[src/rtl/multi_queue_sorted_insert_engine_macros.svh]
// Assertion macros for the engine's controller.
// MQSI_ASSERT checks that a property holds.
// MQSI_ASSERT_NEVER checks that a condition never holds.
`ifndef MULTI_QUEUE_SORTED_INSERT_ENGINE_MACROS_SVH
`define MULTI_QUEUE_SORTED_INSERT_ENGINE_MACROS_SVH
`ifndef SYNTH
`define MQSI_ASSERT(lbl, clk, rstn, prop) \
  lbl: assert property (@(posedge clk) disable iff (!rstn) prop) \
    else $error("mqsi assertion failed");
`define MQSI_ASSERT_NEVER(lbl, clk, rstn, expr) \
  lbl: assert property (@(posedge clk) disable iff (!rstn) !(expr)) \
    else $error("mqsi forbidden condition seen");
`else
`define MQSI_ASSERT(lbl, clk, rstn, prop)
`define MQSI_ASSERT_NEVER(lbl, clk, rstn, expr)
`endif
`endif

[src/rtl/mqsi_pkg.sv]
package mqsi_pkg;

  // Default sizes.
  localparam int unsigned NODES_DEF     = 32;
  localparam int unsigned QUEUES_DEF    = 16;
  localparam int unsigned KEY_BITS_DEF  = 32;
  localparam int unsigned DATA_BITS_DEF = 32;

  // Fixed field widths.
  localparam int unsigned CMD_W  = 3;
  localparam int unsigned QID_W  = 4;
  localparam int unsigned MODE_W = 2;
  localparam int unsigned ST_W   = 3;

  // Command codes.
  localparam logic [CMD_W-1:0] CMD_ALLOC    = 3'd0;
  localparam logic [CMD_W-1:0] CMD_INSERT   = 3'd1;
  localparam logic [CMD_W-1:0] CMD_REM_HEAD = 3'd2;
  localparam logic [CMD_W-1:0] CMD_REM_KEY  = 3'd3;
  localparam logic [CMD_W-1:0] CMD_PEEK     = 3'd4;
  localparam logic [CMD_W-1:0] CMD_STATUS   = 3'd5;

  // Result status codes.
  localparam logic [ST_W-1:0] ST_OK        = 3'd0;
  localparam logic [ST_W-1:0] ST_EMPTY     = 3'd1;
  localparam logic [ST_W-1:0] ST_NOT_EMPTY = 3'd2;
  localparam logic [ST_W-1:0] ST_NO_QUEUES = 3'd3;
  localparam logic [ST_W-1:0] ST_POOL_FULL = 3'd4;
  localparam logic [ST_W-1:0] ST_NOT_FOUND = 3'd5;
  localparam logic [ST_W-1:0] ST_BAD_QUEUE = 3'd6;

  // Order modes.
  localparam logic [MODE_W-1:0] MODE_SIGNED   = 2'd1;
  localparam logic [MODE_W-1:0] MODE_UNSIGNED = 2'd2;

  // Datapath operations issued by the controller.
  typedef enum logic [4:0] {
    OP_IDLE     = 5'd0,
    OP_LOAD     = 5'd1,
    OP_SET_ST   = 5'd2,
    OP_ALLOC    = 5'd3,
    OP_POP_A    = 5'd4,
    OP_POP_B    = 5'd5,
    OP_SET_TAIL = 5'd6,
    OP_READ     = 5'd7,
    OP_ADVANCE  = 5'd8,
    OP_SET_PREV = 5'd9,
    OP_INS_A    = 5'd10,
    OP_INS_B    = 5'd11,
    OP_TAKE_KEY = 5'd12,
    OP_TAKE_PAY = 5'd13,
    OP_UNL_A    = 5'd14,
    OP_UNL_B    = 5'd15,
    OP_CUR_HEAD = 5'd16
  } dp_op_e;

  typedef struct packed {
    dp_op_e          op;
    logic [ST_W-1:0] st;
  } dp_cmd_t;

  typedef struct packed {
    logic [CMD_W-1:0] cmd;
    logic             bad;
    logic             no_queue;
    logic             pool_empty;
    logic             q_empty;
    logic             sorted;
    logic             cur_nil;
    logic             after;
    logic             key_eq;
  } dp_sts_t;

endpackage

[src/rtl/mqsi_dp.sv]
module mqsi_dp #(
  parameter int unsigned NODES     = mqsi_pkg::NODES_DEF,
  parameter int unsigned QUEUES    = mqsi_pkg::QUEUES_DEF,
  parameter int unsigned KEY_BITS  = mqsi_pkg::KEY_BITS_DEF,
  parameter int unsigned DATA_BITS = mqsi_pkg::DATA_BITS_DEF
) (
  input  logic                         clk_i,
  input  logic                         rst_ni,
  input  logic [mqsi_pkg::CMD_W-1:0]   command_i,
  input  logic [mqsi_pkg::QID_W-1:0]   queue_id_i,
  input  logic [mqsi_pkg::MODE_W-1:0]  order_mode_i,
  input  logic [KEY_BITS-1:0]          key_i,
  input  logic [DATA_BITS-1:0]         payload_i,
  input  mqsi_pkg::dp_cmd_t            dp_cmd_i,
  output mqsi_pkg::dp_sts_t            dp_sts_o,
  output logic [mqsi_pkg::ST_W-1:0]    status_o,
  output logic [mqsi_pkg::QID_W-1:0]   queue_out_o,
  output logic [KEY_BITS-1:0]          key_out_o,
  output logic [DATA_BITS-1:0]         payload_out_o
);

  localparam int unsigned AW  = $clog2(NODES);
  localparam int unsigned PW  = AW + 1;
  localparam int unsigned QIW = (QUEUES > 1) ? $clog2(QUEUES) : 1;
  localparam int unsigned QCW = $clog2(QUEUES + 1);
  localparam logic [PW-1:0] NIL = PW'(NODES);

  // Latched command fields.
  logic [mqsi_pkg::CMD_W-1:0]  cmd_q;
  logic [mqsi_pkg::QID_W-1:0]  qid_q;
  logic [mqsi_pkg::MODE_W-1:0] mode_q;
  logic [KEY_BITS-1:0]         key_q;
  logic [DATA_BITS-1:0]        pay_q;

  // Queue tables and pool bookkeeping.
  logic [PW-1:0]               head_q  [QUEUES];
  logic [PW-1:0]               tail_q  [QUEUES];
  logic [mqsi_pkg::MODE_W-1:0] order_q [QUEUES];
  logic [QUEUES-1:0]           in_use_q;
  logic [QCW-1:0]              qcnt_q;
  logic [PW-1:0]               free_head_q;
  logic [PW-1:0]               fresh_q;

  // Walk pointers and entry read data.
  logic [PW-1:0]        cur_q, n_q, p_q;
  logic [KEY_BITS-1:0]  rk_q;
  logic [DATA_BITS-1:0] rp_q;
  logic [PW-1:0]        rn_q, rv_q;

  // Result registers.
  logic [mqsi_pkg::ST_W-1:0]  st_q;
  logic [mqsi_pkg::QID_W-1:0] qout_q;
  logic [KEY_BITS-1:0]        kout_q;
  logic [DATA_BITS-1:0]       pout_q;

  // Entry storage.
  logic [KEY_BITS-1:0]  mem_key  [NODES];
  logic [DATA_BITS-1:0] mem_pay  [NODES];
  logic [PW-1:0]        mem_next [NODES];
  logic [PW-1:0]        mem_prev [NODES];

  logic [QIW-1:0] q_idx;
  logic [QCW-1:0] alloc_num;
  logic [QIW-1:0] alloc_idx;
  logic           rd_en;
  logic [AW-1:0]  rd_a;
  logic           next_we, prev_we;
  logic [PW-1:0]  next_wa, next_wd, prev_wa, prev_wd;
  logic [KEY_BITS-1:0] cmp_a, cmp_b;

  assign q_idx     = QIW'(qid_q);
  assign alloc_num = qcnt_q - QCW'(1);
  assign alloc_idx = QIW'(alloc_num);

  // Status back to the controller.
  always_comb begin
    cmp_a = rk_q;
    cmp_b = key_q;
    if (order_q[q_idx] == mqsi_pkg::MODE_SIGNED) begin
      cmp_a[KEY_BITS-1] = ~rk_q[KEY_BITS-1];
      cmp_b[KEY_BITS-1] = ~key_q[KEY_BITS-1];
    end
    dp_sts_o.cmd        = cmd_q;
    dp_sts_o.bad        = (cmd_q > mqsi_pkg::CMD_STATUS) ||
                          (32'(qid_q) >= 32'(QUEUES)) || !in_use_q[q_idx];
    dp_sts_o.no_queue   = (qcnt_q == '0);
    dp_sts_o.pool_empty = (free_head_q == NIL);
    dp_sts_o.q_empty    = (head_q[q_idx] == NIL);
    dp_sts_o.sorted     = (order_q[q_idx] == mqsi_pkg::MODE_SIGNED) ||
                          (order_q[q_idx] == mqsi_pkg::MODE_UNSIGNED);
    dp_sts_o.cur_nil    = (cur_q == NIL);
    dp_sts_o.after      = (cmp_a > cmp_b);
    dp_sts_o.key_eq     = (rk_q == key_q);
  end

  // Entry read port address.
  always_comb begin
    rd_en = 1'b0;
    rd_a  = cur_q[AW-1:0];
    if (dp_cmd_i.op == mqsi_pkg::OP_READ) begin
      rd_en = 1'b1;
    end else if (dp_cmd_i.op == mqsi_pkg::OP_POP_A) begin
      rd_en = 1'b1;
      rd_a  = free_head_q[AW-1:0];
    end
  end

  // Link write ports, one write per array per cycle.
  always_comb begin
    next_we = 1'b0;
    next_wa = n_q;
    next_wd = cur_q;
    prev_we = 1'b0;
    prev_wa = n_q;
    prev_wd = p_q;
    case (dp_cmd_i.op)
      mqsi_pkg::OP_INS_A: begin
        next_we = 1'b1;
        prev_we = 1'b1;
      end
      mqsi_pkg::OP_INS_B: begin
        next_we = (p_q != NIL);
        next_wa = p_q;
        next_wd = n_q;
        prev_we = (cur_q != NIL);
        prev_wa = cur_q;
        prev_wd = n_q;
      end
      mqsi_pkg::OP_UNL_A: begin
        next_we = (rv_q != NIL);
        next_wa = rv_q;
        next_wd = rn_q;
        prev_we = (rn_q != NIL);
        prev_wa = rn_q;
        prev_wd = rv_q;
      end
      mqsi_pkg::OP_UNL_B: begin
        next_we = 1'b1;
        next_wd = free_head_q;
      end
      default: begin
      end
    endcase
  end

  // Entry memories.
  always_ff @(posedge clk_i) begin
    if (dp_cmd_i.op == mqsi_pkg::OP_POP_A) begin
      mem_key[free_head_q[AW-1:0]] <= key_q;
      mem_pay[free_head_q[AW-1:0]] <= pay_q;
    end
    if (next_we) begin
      mem_next[next_wa[AW-1:0]] <= next_wd;
    end
    if (prev_we) begin
      mem_prev[prev_wa[AW-1:0]] <= prev_wd;
    end
    if (rd_en) begin
      rk_q <= mem_key[rd_a];
      rp_q <= mem_pay[rd_a];
      rn_q <= mem_next[rd_a];
      rv_q <= mem_prev[rd_a];
    end
  end

  // Queue tables and free lists. Entries below fresh_q were never handed
  // out and chain downward implicitly, so they need no link storage.
  always_ff @(posedge clk_i or negedge rst_ni) begin
    if (!rst_ni) begin
      for (int i = 0; i < QUEUES; i++) begin
        head_q[i]  <= NIL;
        tail_q[i]  <= NIL;
        order_q[i] <= '0;
      end
      in_use_q    <= '0;
      qcnt_q      <= QCW'(QUEUES);
      free_head_q <= PW'(NODES - 1);
      fresh_q     <= PW'(NODES);
    end else begin
      case (dp_cmd_i.op)
        mqsi_pkg::OP_ALLOC: begin
          qcnt_q              <= alloc_num;
          head_q[alloc_idx]   <= NIL;
          tail_q[alloc_idx]   <= NIL;
          order_q[alloc_idx]  <= mode_q;
          in_use_q[alloc_idx] <= 1'b1;
        end
        mqsi_pkg::OP_POP_B: begin
          if (n_q < fresh_q) begin
            free_head_q <= (n_q == '0) ? NIL : (n_q - PW'(1));
            fresh_q     <= n_q;
          end else begin
            free_head_q <= rn_q;
          end
        end
        mqsi_pkg::OP_INS_B: begin
          if (p_q == NIL) begin
            head_q[q_idx] <= n_q;
          end
          if (cur_q == NIL) begin
            tail_q[q_idx] <= n_q;
          end
        end
        mqsi_pkg::OP_UNL_A: begin
          if (rv_q == NIL) begin
            head_q[q_idx] <= rn_q;
          end
          if (rn_q == NIL) begin
            tail_q[q_idx] <= rv_q;
          end
        end
        mqsi_pkg::OP_UNL_B: begin
          free_head_q <= n_q;
        end
        default: begin
        end
      endcase
    end
  end

  // Command fields, walk pointers and results.
  always_ff @(posedge clk_i) begin
    case (dp_cmd_i.op)
      mqsi_pkg::OP_LOAD: begin
        cmd_q  <= command_i;
        qid_q  <= queue_id_i;
        mode_q <= order_mode_i;
        key_q  <= key_i;
        pay_q  <= payload_i;
        st_q   <= mqsi_pkg::ST_OK;
        qout_q <= '0;
        kout_q <= '0;
        pout_q <= '0;
      end
      mqsi_pkg::OP_SET_ST:   st_q   <= dp_cmd_i.st;
      mqsi_pkg::OP_ALLOC:    qout_q <= mqsi_pkg::QID_W'(alloc_num);
      mqsi_pkg::OP_POP_A:    n_q    <= free_head_q;
      mqsi_pkg::OP_POP_B:    cur_q  <= head_q[q_idx];
      mqsi_pkg::OP_CUR_HEAD: cur_q  <= head_q[q_idx];
      mqsi_pkg::OP_SET_TAIL: begin
        p_q   <= tail_q[q_idx];
        cur_q <= NIL;
      end
      mqsi_pkg::OP_ADVANCE:  cur_q  <= rn_q;
      mqsi_pkg::OP_SET_PREV: p_q    <= rv_q;
      mqsi_pkg::OP_TAKE_KEY: kout_q <= rk_q;
      mqsi_pkg::OP_TAKE_PAY: begin
        pout_q <= rp_q;
        n_q    <= cur_q;
      end
      default: begin
      end
    endcase
  end

  assign status_o      = st_q;
  assign queue_out_o   = qout_q;
  assign key_out_o     = kout_q;
  assign payload_out_o = pout_q;

endmodule

[src/rtl/mqsi_ctrl.sv]
`include "multi_queue_sorted_insert_engine_macros.svh"

module mqsi_ctrl (
  input  logic              clk_i,
  input  logic              rst_ni,
  input  logic              in_valid_i,
  output logic              in_ready_o,
  output logic              out_valid_o,
  input  logic              out_ready_i,
  output mqsi_pkg::dp_cmd_t dp_cmd_o,
  input  mqsi_pkg::dp_sts_t dp_sts_i
);

  typedef enum logic [10:0] {
    S_IDLE = 11'b00000000001,
    S_DEC  = 11'b00000000010,
    S_POPB = 11'b00000000100,
    S_TAIL = 11'b00000001000,
    S_WALK = 11'b00000010000,
    S_CHK  = 11'b00000100000,
    S_INSA = 11'b00001000000,
    S_INSB = 11'b00010000000,
    S_UNLA = 11'b00100000000,
    S_UNLB = 11'b01000000000,
    S_OUT  = 11'b10000000000
  } state_e;

  state_e state_q, state_d;

  // Sequencing of one transaction.
  always_comb begin
    state_d     = state_q;
    dp_cmd_o.op = mqsi_pkg::OP_IDLE;
    dp_cmd_o.st = mqsi_pkg::ST_OK;
    case (state_q)
      S_IDLE: begin
        if (in_valid_i) begin
          dp_cmd_o.op = mqsi_pkg::OP_LOAD;
          state_d     = S_DEC;
        end
      end
      S_DEC: begin
        state_d = S_OUT;
        if (dp_sts_i.cmd == mqsi_pkg::CMD_ALLOC) begin
          if (dp_sts_i.no_queue) begin
            dp_cmd_o.op = mqsi_pkg::OP_SET_ST;
            dp_cmd_o.st = mqsi_pkg::ST_NO_QUEUES;
          end else begin
            dp_cmd_o.op = mqsi_pkg::OP_ALLOC;
          end
        end else if (dp_sts_i.bad) begin
          dp_cmd_o.op = mqsi_pkg::OP_SET_ST;
          dp_cmd_o.st = mqsi_pkg::ST_BAD_QUEUE;
        end else if (dp_sts_i.cmd == mqsi_pkg::CMD_STATUS) begin
          dp_cmd_o.op = mqsi_pkg::OP_SET_ST;
          dp_cmd_o.st = dp_sts_i.q_empty ? mqsi_pkg::ST_EMPTY : mqsi_pkg::ST_NOT_EMPTY;
        end else if (dp_sts_i.cmd == mqsi_pkg::CMD_INSERT) begin
          if (dp_sts_i.pool_empty) begin
            dp_cmd_o.op = mqsi_pkg::OP_SET_ST;
            dp_cmd_o.st = mqsi_pkg::ST_POOL_FULL;
          end else begin
            dp_cmd_o.op = mqsi_pkg::OP_POP_A;
            state_d     = S_POPB;
          end
        end else if (dp_sts_i.q_empty) begin
          dp_cmd_o.op = mqsi_pkg::OP_SET_ST;
          dp_cmd_o.st = mqsi_pkg::ST_EMPTY;
        end else begin
          dp_cmd_o.op = mqsi_pkg::OP_CUR_HEAD;
          state_d     = S_WALK;
        end
      end
      S_POPB: begin
        dp_cmd_o.op = mqsi_pkg::OP_POP_B;
        state_d     = dp_sts_i.sorted ? S_WALK : S_TAIL;
      end
      S_TAIL: begin
        dp_cmd_o.op = mqsi_pkg::OP_SET_TAIL;
        state_d     = S_INSA;
      end
      S_WALK: begin
        if (!dp_sts_i.cur_nil) begin
          dp_cmd_o.op = mqsi_pkg::OP_READ;
          state_d     = S_CHK;
        end else if (dp_sts_i.cmd == mqsi_pkg::CMD_INSERT) begin
          state_d = S_TAIL;
        end else begin
          dp_cmd_o.op = mqsi_pkg::OP_SET_ST;
          dp_cmd_o.st = mqsi_pkg::ST_NOT_FOUND;
          state_d     = S_OUT;
        end
      end
      S_CHK: begin
        if (dp_sts_i.cmd == mqsi_pkg::CMD_INSERT) begin
          if (dp_sts_i.after) begin
            dp_cmd_o.op = mqsi_pkg::OP_SET_PREV;
            state_d     = S_INSA;
          end else begin
            dp_cmd_o.op = mqsi_pkg::OP_ADVANCE;
            state_d     = S_WALK;
          end
        end else if (dp_sts_i.cmd == mqsi_pkg::CMD_PEEK) begin
          dp_cmd_o.op = mqsi_pkg::OP_TAKE_KEY;
          state_d     = S_OUT;
        end else if (dp_sts_i.cmd == mqsi_pkg::CMD_REM_HEAD || dp_sts_i.key_eq) begin
          dp_cmd_o.op = mqsi_pkg::OP_TAKE_PAY;
          state_d     = S_UNLA;
        end else begin
          dp_cmd_o.op = mqsi_pkg::OP_ADVANCE;
          state_d     = S_WALK;
        end
      end
      S_INSA: begin
        dp_cmd_o.op = mqsi_pkg::OP_INS_A;
        state_d     = S_INSB;
      end
      S_INSB: begin
        dp_cmd_o.op = mqsi_pkg::OP_INS_B;
        state_d     = S_OUT;
      end
      S_UNLA: begin
        dp_cmd_o.op = mqsi_pkg::OP_UNL_A;
        state_d     = S_UNLB;
      end
      S_UNLB: begin
        dp_cmd_o.op = mqsi_pkg::OP_UNL_B;
        state_d     = S_OUT;
      end
      S_OUT: begin
        if (out_ready_i) begin
          state_d = S_IDLE;
        end
      end
      default: begin
        state_d = S_IDLE;
      end
    endcase
  end

  // State register.
  always_ff @(posedge clk_i or negedge rst_ni) begin
    if (!rst_ni) begin
      state_q <= S_IDLE;
    end else begin
      state_q <= state_d;
    end
  end

  assign in_ready_o  = (state_q == S_IDLE);
  assign out_valid_o = (state_q == S_OUT);

  // Checks on the sequencing.
  `MQSI_ASSERT(a_accept_decodes, clk_i, rst_ni, (in_valid_i && in_ready_o) |=> (state_q == S_DEC))
  `MQSI_ASSERT(a_result_frees, clk_i, rst_ni, (out_valid_o && out_ready_i) |=> in_ready_o)
  `MQSI_ASSERT_NEVER(a_alloc_full, clk_i, rst_ni, (dp_cmd_o.op == mqsi_pkg::OP_ALLOC) && dp_sts_i.no_queue)
  `MQSI_ASSERT_NEVER(a_pop_empty, clk_i, rst_ni, (dp_cmd_o.op == mqsi_pkg::OP_POP_A) && dp_sts_i.pool_empty)

endmodule

[src/rtl/multi_queue_sorted_insert_engine.sv]
// Alloc, status and rejected commands go from decode straight to the result; peek and remove
// head read the head entry; remove by key and insert into a sorted queue walk the entries.
// One command is handled at a time; the walk over the linked entries (one entry memory read
// port) sets the worst case per command.
// Reset (rst_ni, asynchronous, active low) clears queue tables, free queue count and free list
// head at once; entry key, payload and link storage are not cleared.
module multi_queue_sorted_insert_engine #(
  parameter int unsigned NODES     = mqsi_pkg::NODES_DEF,
  parameter int unsigned QUEUES    = mqsi_pkg::QUEUES_DEF,
  parameter int unsigned KEY_BITS  = mqsi_pkg::KEY_BITS_DEF,
  parameter int unsigned DATA_BITS = mqsi_pkg::DATA_BITS_DEF
) (
  input  logic                        clk_i,
  input  logic                        rst_ni,
  input  logic                        in_valid_i,
  output logic                        in_ready_o,
  input  logic [mqsi_pkg::CMD_W-1:0]  command_i,
  input  logic [mqsi_pkg::QID_W-1:0]  queue_id_i,
  input  logic [mqsi_pkg::MODE_W-1:0] order_mode_i,
  input  logic [KEY_BITS-1:0]         key_i,
  input  logic [DATA_BITS-1:0]        payload_i,
  output logic                        out_valid_o,
  input  logic                        out_ready_i,
  output logic [mqsi_pkg::ST_W-1:0]   status_o,
  output logic [mqsi_pkg::QID_W-1:0]  queue_out_o,
  output logic [KEY_BITS-1:0]         key_out_o,
  output logic [DATA_BITS-1:0]        payload_out_o
);

  mqsi_pkg::dp_cmd_t dp_cmd;
  mqsi_pkg::dp_sts_t dp_sts;

  // Controller.
  mqsi_ctrl u_ctrl (
    .clk_i       (clk_i),
    .rst_ni      (rst_ni),
    .in_valid_i  (in_valid_i),
    .in_ready_o  (in_ready_o),
    .out_valid_o (out_valid_o),
    .out_ready_i (out_ready_i),
    .dp_cmd_o    (dp_cmd),
    .dp_sts_i    (dp_sts)
  );

  // Datapath with queue tables and entry storage.
  mqsi_dp #(
    .NODES     (NODES),
    .QUEUES    (QUEUES),
    .KEY_BITS  (KEY_BITS),
    .DATA_BITS (DATA_BITS)
  ) u_dp (
    .clk_i         (clk_i),
    .rst_ni        (rst_ni),
    .command_i     (command_i),
    .queue_id_i    (queue_id_i),
    .order_mode_i  (order_mode_i),
    .key_i         (key_i),
    .payload_i     (payload_i),
    .dp_cmd_i      (dp_cmd),
    .dp_sts_o      (dp_sts),
    .status_o      (status_o),
    .queue_out_o   (queue_out_o),
    .key_out_o     (key_out_o),
    .payload_out_o (payload_out_o)
  );

endmodule
[config.mk]
export PLATFORM = sky130hd
export DESIGN_NAME = multi_queue_sorted_insert_engine
export DESIGN_NICKNAME = d
export VERILOG_FILES = /design/src/rtl/mqsi_pkg.sv /design/src/rtl/mqsi_dp.sv /design/src/rtl/mqsi_ctrl.sv /design/src/rtl/multi_queue_sorted_insert_engine.sv
export VERILOG_INCLUDE_DIRS = /design/src /design/src/rtl
export SDC_FILE = /design/constraint.sdc
export NUM_CORES = 2
export LEC_CHECK = 0
export BUFFER_PORTS_ARGS = -buffer_cell sky130_fd_sc_hd__buf_4
export CORE_ASPECT_RATIO = 0.75
export CORE_MARGIN = 2
export CORE_UTILIZATION = 63
export DETAILED_ROUTE_END_ITERATION = 12
export GPL_ROUTABILITY_DRIVEN = 1
export GPL_TIMING_DRIVEN = 0
export MAX_ROUTING_LAYER = met4
export PLACE_DENSITY_LB_ADDON = 0.08
export SYNTH_ARGS = -nofsm -noshare
export SYNTH_HDL_FRONTEND = slang
export SYNTH_SLANG_ARGS = --single-unit
[constraint.sdc]
create_clock -name clk_i -period 12 [get_ports clk_i]
set_input_delay 0.6 -clock clk_i [delete_from_list [all_inputs] [get_ports clk_i]]
set_output_delay 0.6 -clock clk_i [all_outputs]
set_load 0.05 [all_outputs]
-- Yosys cells after proc, flatten, opt, wreduce, memory -nomap -nowiden
Memory sizes are Yosys's and may differ from the RTL's. A register that Yosys moved wholly into a read port is not among the register bits.
Index checks and enable logic that the tools add are counted.
- register bits: 430
- latch bits: 0
- memory bits (writable): 2432
- memory bits (read-only): 0
- output and inout port bits: 73
- word-level logic and storage cells: 261
- memories: 4
- memory list (memory ; depth ; bits a word ; rd ports ; clocked after Yosys merged registers in ; write ports ; RTL line ; RTL):
    u_dp.mem_key ; 32 ; 32 ; 1 ; 1 ; 1 ; mqsi_dp.sv:57 ; logic [KEY_BITS-1:0] mem_key [NODES];
    u_dp.mem_pay ; 32 ; 32 ; 1 ; 1 ; 1 ; mqsi_dp.sv:58 ; logic [DATA_BITS-1:0] mem_pay [NODES];
    u_dp.mem_next ; 32 ; 6 ; 1 ; 1 ; 1 ; mqsi_dp.sv:59 ; logic [PW-1:0] mem_next [NODES];
    u_dp.mem_prev ; 32 ; 6 ; 1 ; 1 ; 1 ; mqsi_dp.sv:60 ; logic [PW-1:0] mem_prev [NODES];
- $add $sub $neg: 2
- $mul: 0
- div/mod/pow operators: 0
- magnitude comparators: 10
- eq/ne operators: 50
- shift-type cells: 0
- multiplexer cells: 94
- bitwise operators: 10
- reduce and logical (&&, ||, !) cells: 26
- operator list (cell ; count):
    case mux 96 bit (3 select lines) ; 2
    bitwise mux 96 bit ; 4
    2-to-1 mux 96 bit ; 4
    bitwise AND 80 bit ; 2
    2-to-1 mux 11 bit ; 12
    case mux 32 bit (2 select lines) ; 2
    case mux 11 bit (10 select lines) ; 1
    inverter 80 bit ; 1
    case mux 5 bit (10 select lines) ; 1
    binary-select mux 6 bit (select 4 bit) ; 2
    demux 6 bit (select 4 bit) ; 2
    2-to-1 mux 6 bit ; 8
    OR 16 bit ; 3
    case mux 6 bit (2 select lines) ; 4
    == test 5 x 4 -> 1 bit (second input constant) ; 8
    2-to-1 mux 5 bit ; 8
    == test 6 bit (second input constant) ; 6
    case mux 6 bit (3 select lines) ; 2
    bitwise mux 32 bit ; 1
    == test 32 bit ; 1
    > comparator 32 bit ; 1
    2-to-1 mux 8 bit ; 4
    != test 6 bit (second input constant) ; 4
    == test 5 x 3 -> 1 bit (second input constant) ; 4
    other kinds (55) ; 105

-- Logic depth before layout (Yosys ltp)
- depth after elaboration: 16
- mapped depth: 22

-- Hierarchy
Synthesis repeated with hierarchy kept, for this count alone.
- cells, all modules: 7879
- area total of the unflattened synthesis: 119198.1 µm²
- modules (own cells, without submodules) (module ; instances ; cells each ; area each (µm²) ; seq. area each (µm²)):
    mqsi_dp ; 1 ; 7737 ; 118065.7 ; 86656.9
    mqsi_ctrl ; 1 ; 142 ; 1132.3 ; 276.5

-- Worst setup path after synthesis
No wires, ideal clock.
- kind: register -> register
- start: reg u_ctrl.state_q[10]
- end: mem u_dp.mem_key[16][0] in the netlist's numbering (enable)
- data arrival time: 7.928 ns
- setup slack: 3.428 ns
- stages on the path, launching flop included: 6
- path buffers: 1
- cell sequence: dfrtp_1 or4_1 nor4_4 nand4_1 clkbuf_1 nor4_1
- cells in the longest elaborated chain, start to end: 5
- elaborated cells between the ends (all ways): 14
- classes of those cells: eq/ne (11); mux (3)
- ends and longest elaborated chain (item ; RTL line ; RTL):
    from (decl) ; mqsi_ctrl.sv:28 ; state_e state_q, state_d;
    from (signal assigned) ; mqsi_ctrl.sv:145 ; state_q <= state_d;
    == test 11 x 10 -> 1 bit (tied with other cells) ; mqsi_ctrl.sv:35 ; case (state_q)
    case mux 5 bit (10 select lines) (*) ; mqsi_ctrl.sv:35 ;
    == test 5 x 3 -> 1 bit (*) ; mqsi_dp.sv:148 ; if (dp_cmd_i.op == mqsi_pkg::OP_POP_A) begin
    2-to-1 mux 1 bit (*) ; mqsi_dp.sv:148 ;
    2-to-1 mux 1 bit (not written as such) (*) ; mqsi_dp.sv:149 ; mem_key[free_head_q[AW-1:0]] <= key_q;
    to (decl) ; mqsi_dp.sv:57 ;
Every way passes the cells marked *; elsewhere a longest branch is shown, timed or not.

-- Worst setup path in the final report
- start: reg u_dp.qid_q, in the netlist u_dp.q_idx[1]
- end: reg u_dp.kout_q[8], in the netlist u_dp.key_out_o[8] (data pin)
- cells in the longest elaborated chain, start to end: 13
- elaborated cells between the ends (all ways): 27
- classes of those cells: order compare (1); eq/ne (4); mux (19); bitwise (1); reduce/logical (2)
- ends and longest elaborated chain (item ; RTL line ; RTL):
    from (decl) ; mqsi_dp.sv:30 ; logic [mqsi_pkg::QID_W-1:0] qid_q;
    from (signal assigned) ; mqsi_dp.sv:226 ; qid_q <= queue_id_i;
    parallel branches: the longest is 10 deep, another holds > comparator 32 bit ; n/a ;
    case mux 5 bit (10 select lines) (*) ; mqsi_ctrl.sv:35 ;
    == test 5 x 4 -> 1 bit or == test 5 x 1 -> 1 bit (tied branches) ; mqsi_dp.sv:223 ; case (dp_cmd_i.op)
    case mux 32 bit (2 select lines) (*) ; mqsi_dp.sv:223 ;
    to (signal assigned) ; mqsi_dp.sv:246 ; mqsi_pkg::OP_TAKE_KEY: kout_q <= rk_q;
    to (decl) ; mqsi_dp.sv:53 ; logic [KEY_BITS-1:0] kout_q;
Mark *: on every way between the ends. The select of a mux whose other input is x is not followed.
A chain may end at the register's enable or synchronous reset.

==> impl_metrics.yaml <==
job:
  drv_cap: 17
worst_setup_path:
  worst_setup_path_start_kind: "flip-flop"
  cp.buffers_inverters: 8
  crit_fanout: 10
  crit_chain: "clkbuf_1 > buf_2 > buf_2 > buf_2 > buf_2 > buf_1 > mux4_2 > mux4_2 > inv_1 > ha_1 > nand2_1 > o21ai_0 > a21oi_1 > a21oi_1 > o21ai_0 > o21ai_1 > nand2_1 > nor2_1 > clkbuf_1 > and2_1"
  arrival_ps: 9880
  end_kind: "flip-flop"
  slowest_stage: "nor2_1"
  max_stage_delay_ps: 1050
  cp_common_cell: "buf_2"
  cp_top_family: "buffers and inverters"
  critical_path_required_ps: 12730
  critPathKind: "flip-flop to flip-flop"
synth:
  synth_nets: 8900
  yosysTopAreaCellShare_pct: 67.4
  synthCells: 8779
  synth.area.top_cells: "edfxtp_1 (67%), nand2_1 (6.0%), dfrtp_1 (4.8%)"
  yosysWarnings: 0
  ys_async_sr_fraction_pct: 9.12
  synth-main-ff-cell: "edfxtp_1"
  synth.largest_area_cell: "edfxtp_1"
  synth_area_mm2: 0.119
  avgSynthCellArea_um2: 13.6
  synth.distinct_cells: 69
  ys_top_cells_by_count: "edfxtp_1 (2670), nand2_1 (1893), a21oi_1 (817)"
  ys_ff_latch: 2938
  yosysMostFrequentCell: "edfxtp_1"
  yosysSeqAreaShare_pct: 73.0
  synth_edf_count: 2670
clocking:
  cts.sinks: 2938
  clock_latency_ps: 940
  htreeDepth: 5
  cts.clk_slew.worst_paths_ps: 70
  root_buffer: "clkbuf_16"
  numCtsBuffers: 289
  cts_hold_buf: 75
  cts_tree: "done"
  cts_setup_buffers: 0
  postCtsResizedCells: 0
  cts.path.max_buffers: 4
global_route:
  grt_pass1_vias: 79739
  busiest_layer: "met1"
  grt_max_degree: 106
  use_met3_pct: 20.7
  grt_overflow: 0
  grt_use_met2_pct: 61.0
  met1_usage_pct: 63.7
  grt_first_pass_wirelength_mm: 606
  grtUsageTotal_pct: 46.8
  antenna_found_initial: 39
timing:
  worst_clock_skew_ps: 87.7
  slew_headroom_pct: -13.8
  slew_violations: 149
  setup_violations: 0
  period_needed_ps: 9150
  tightest_slew_ps: 1690
  final-hold-violation-count: 0
  fmax_mhz: 109
  rsz0062_at_grt: "false"
  period_share_pct: 76.3
power:
  irDropWorstVdd_mv: 0.148
  p_per_area_mw_per_mm2: 160
  p_leak_nw: 49.1
run_status:
  status: "finished, violations left"
  violations: "max-capacitance violations, max-slew violations"
drt:
  vias: 87014
  via_per_inst: 7.07
  drt-initial-drc-count: 19129
  wirelength_mm: 445
  wl_per_cell_um: 36.2
  ant_nets: 0
  drc: 0
  dr.pass1.iters: 8
placement:
  post-dp-hpwl_mm: 310
  numPortBuffers: 149
  place_inst: 11674
  gp_congestion: 1.06
floorplanning:
  dieArea_mm2: 0.192
  coreArea_mm2: 0.188
  ios: 150
  initial_core_util_pct: 63.3
  rows: 138
  dieWidth_um: 506
  die_h_um: 380
finish:
  drive_gt1_share_pct: 12.6
  num-nets-final: 9644
  final_cells: 12302
  utilization_pct: 72.3
  syn_to_final_growth_pct: 14.3
min_path:
  worstHoldPathType: "input port to flip-flop"
## sequential cells by signal, summed over array words and instances, names as in the netlist, 11 cells and up
register,cells
u_ctrl.state_q,11
u_dp.head_q,96
u_dp.in_use_q,16
u_dp.key_out_o,32
u_dp.key_q,32
u_dp.mem_key,1024
u_dp.mem_next,192
u_dp.mem_pay,1024
u_dp.mem_prev,192
u_dp.order_q,32
u_dp.pay_q,32
u_dp.payload_out_o,32
u_dp.rk_q,32
u_dp.rp_q,32
u_dp.tail_q,96
## worst reg2reg max path: stages, from the launching register on
cell,delay [ps]
edfxtp_1,330
clkbuf_1,410
buf_2,510
buf_2,490
buf_2,520
buf_2,410
buf_1,910
mux4_2,460
mux4_2,530
inv_1,90
ha_1,190
nand2_1,60
o21ai_0,280
a21oi_1,80
a21oi_1,110
o21ai_0,90
o21ai_1,1010
nand2_1,410
nor2_1,1060
clkbuf_1,770
and2_1,260
## layer usage
layer,vias to the layer above,part of all wire (%)
li1,34457,-
met1,42456,36
met2,8640,40
met3,1461,19
met4,0,5.6
met5,-,0
## worst paths after layout
| kind | slack [ps] | depth (start not counted) | from | to |
|---|---|---|---|---|
| worst min register to register | 470 | 1 | u_dp.in_use_q[4] | u_dp.in_use_q[4] |
| worst min-delay path | 50 | 3 | out_ready_i | u_ctrl.state_q[0] |
| worst max register to register | 2850 | 20 | u_dp.q_idx[1] | u_dp.key_out_o[8] |
| min in group asynchronous | 240 | 2 | rst_ni | u_dp.head_q[26] |
| worst max-delay path | 2850 | 20 | u_dp.q_idx[1] | u_dp.key_out_o[8] |
| max in group asynchronous | 10290 | 4 | rst_ni | u_dp.head_q[91] |
## per-stage QoR
stage	total power (W)	setup WS, ps	hold slack, ps	TNS (ps)	area (um2)
after global placement	0.0132	-8530	446	-4653830	123000
after CTS	0.0217	3080	19.2	0	136000
after detailed placement	0.0133	3140	453	0	127000
after floorplan	0.0126	3430	304	0	119000
after global routing	0.0222	2750	30.5	0	136000
final	0.0218	2850	48.4	0	136000
## cells in the final DEF, fill, tap and decap left out, types with 21 or more instances in the layout
cell type	n
edfxtp_1	2670
nand2_1	1893
a21oi_1	813
mux2i_1	432
o21ai_0	358
clkbuf_1	342
clkbuf_16	294
nor4_1	282
buf_4	269
dfrtp_1	228
o22ai_1	215
a31oi_1	206
buf_2	197
nor2_1	183
nand3_1	178
buf_6	82
and2_1	81
dlygate4sd3_1	75
mux4_2	70
clkinv_1	63
inv_1	60
and3_1	58
diode_2	56
mux2_2	50
buf_12	49
ha_1	44
dfstp_2	40
clkinv_2	38
nor3_1	37
nand2b_1	30
o21ai_1	28
nand4_1	25
buf_1	21
## report_power, final
group          total, W  switching, W  internal [W]  leakage [nW]
sequential       0.0121      0.000480        0.0117          28.1
clock           0.00865       0.00386       0.00479          4.21
combinational  0.000997      0.000748      0.000249          16.8
## cell type report
| type | count | area [um2] |
|---|---|---|
| flip-flops and latches | 2938 | 86900 |
| well taps | 2520 | 3150 |
| repair buffers | 453 | 4850 |
| clock buffers | 369 | 7680 |
| plain buffers | 544 | 2500 |
| diodes | 56 | 140 |
| fillers | 12230 | 52100 |
| multi-input cells | 5235 | 29700 |
| clock inverters | 125 | 917 |
| inverters | 62 | 238 |
## cells by family after synthesis
logic type | count (synthesis) | synth area share (%)
AO/OA/AOI/OAI | 1755 | 8.16
XOR/XNOR | 10 | 0.0736
adder cells (fa/ha/maj) | 44 | 0.462
buffers and inverters | 606 | 2.29
flip-flops | 2938 | 73.0
multiplexers | 553 | 5.45
AND/OR/NAND/NOR | 2873 | 10.5
(Power assumes the default switching activity.)
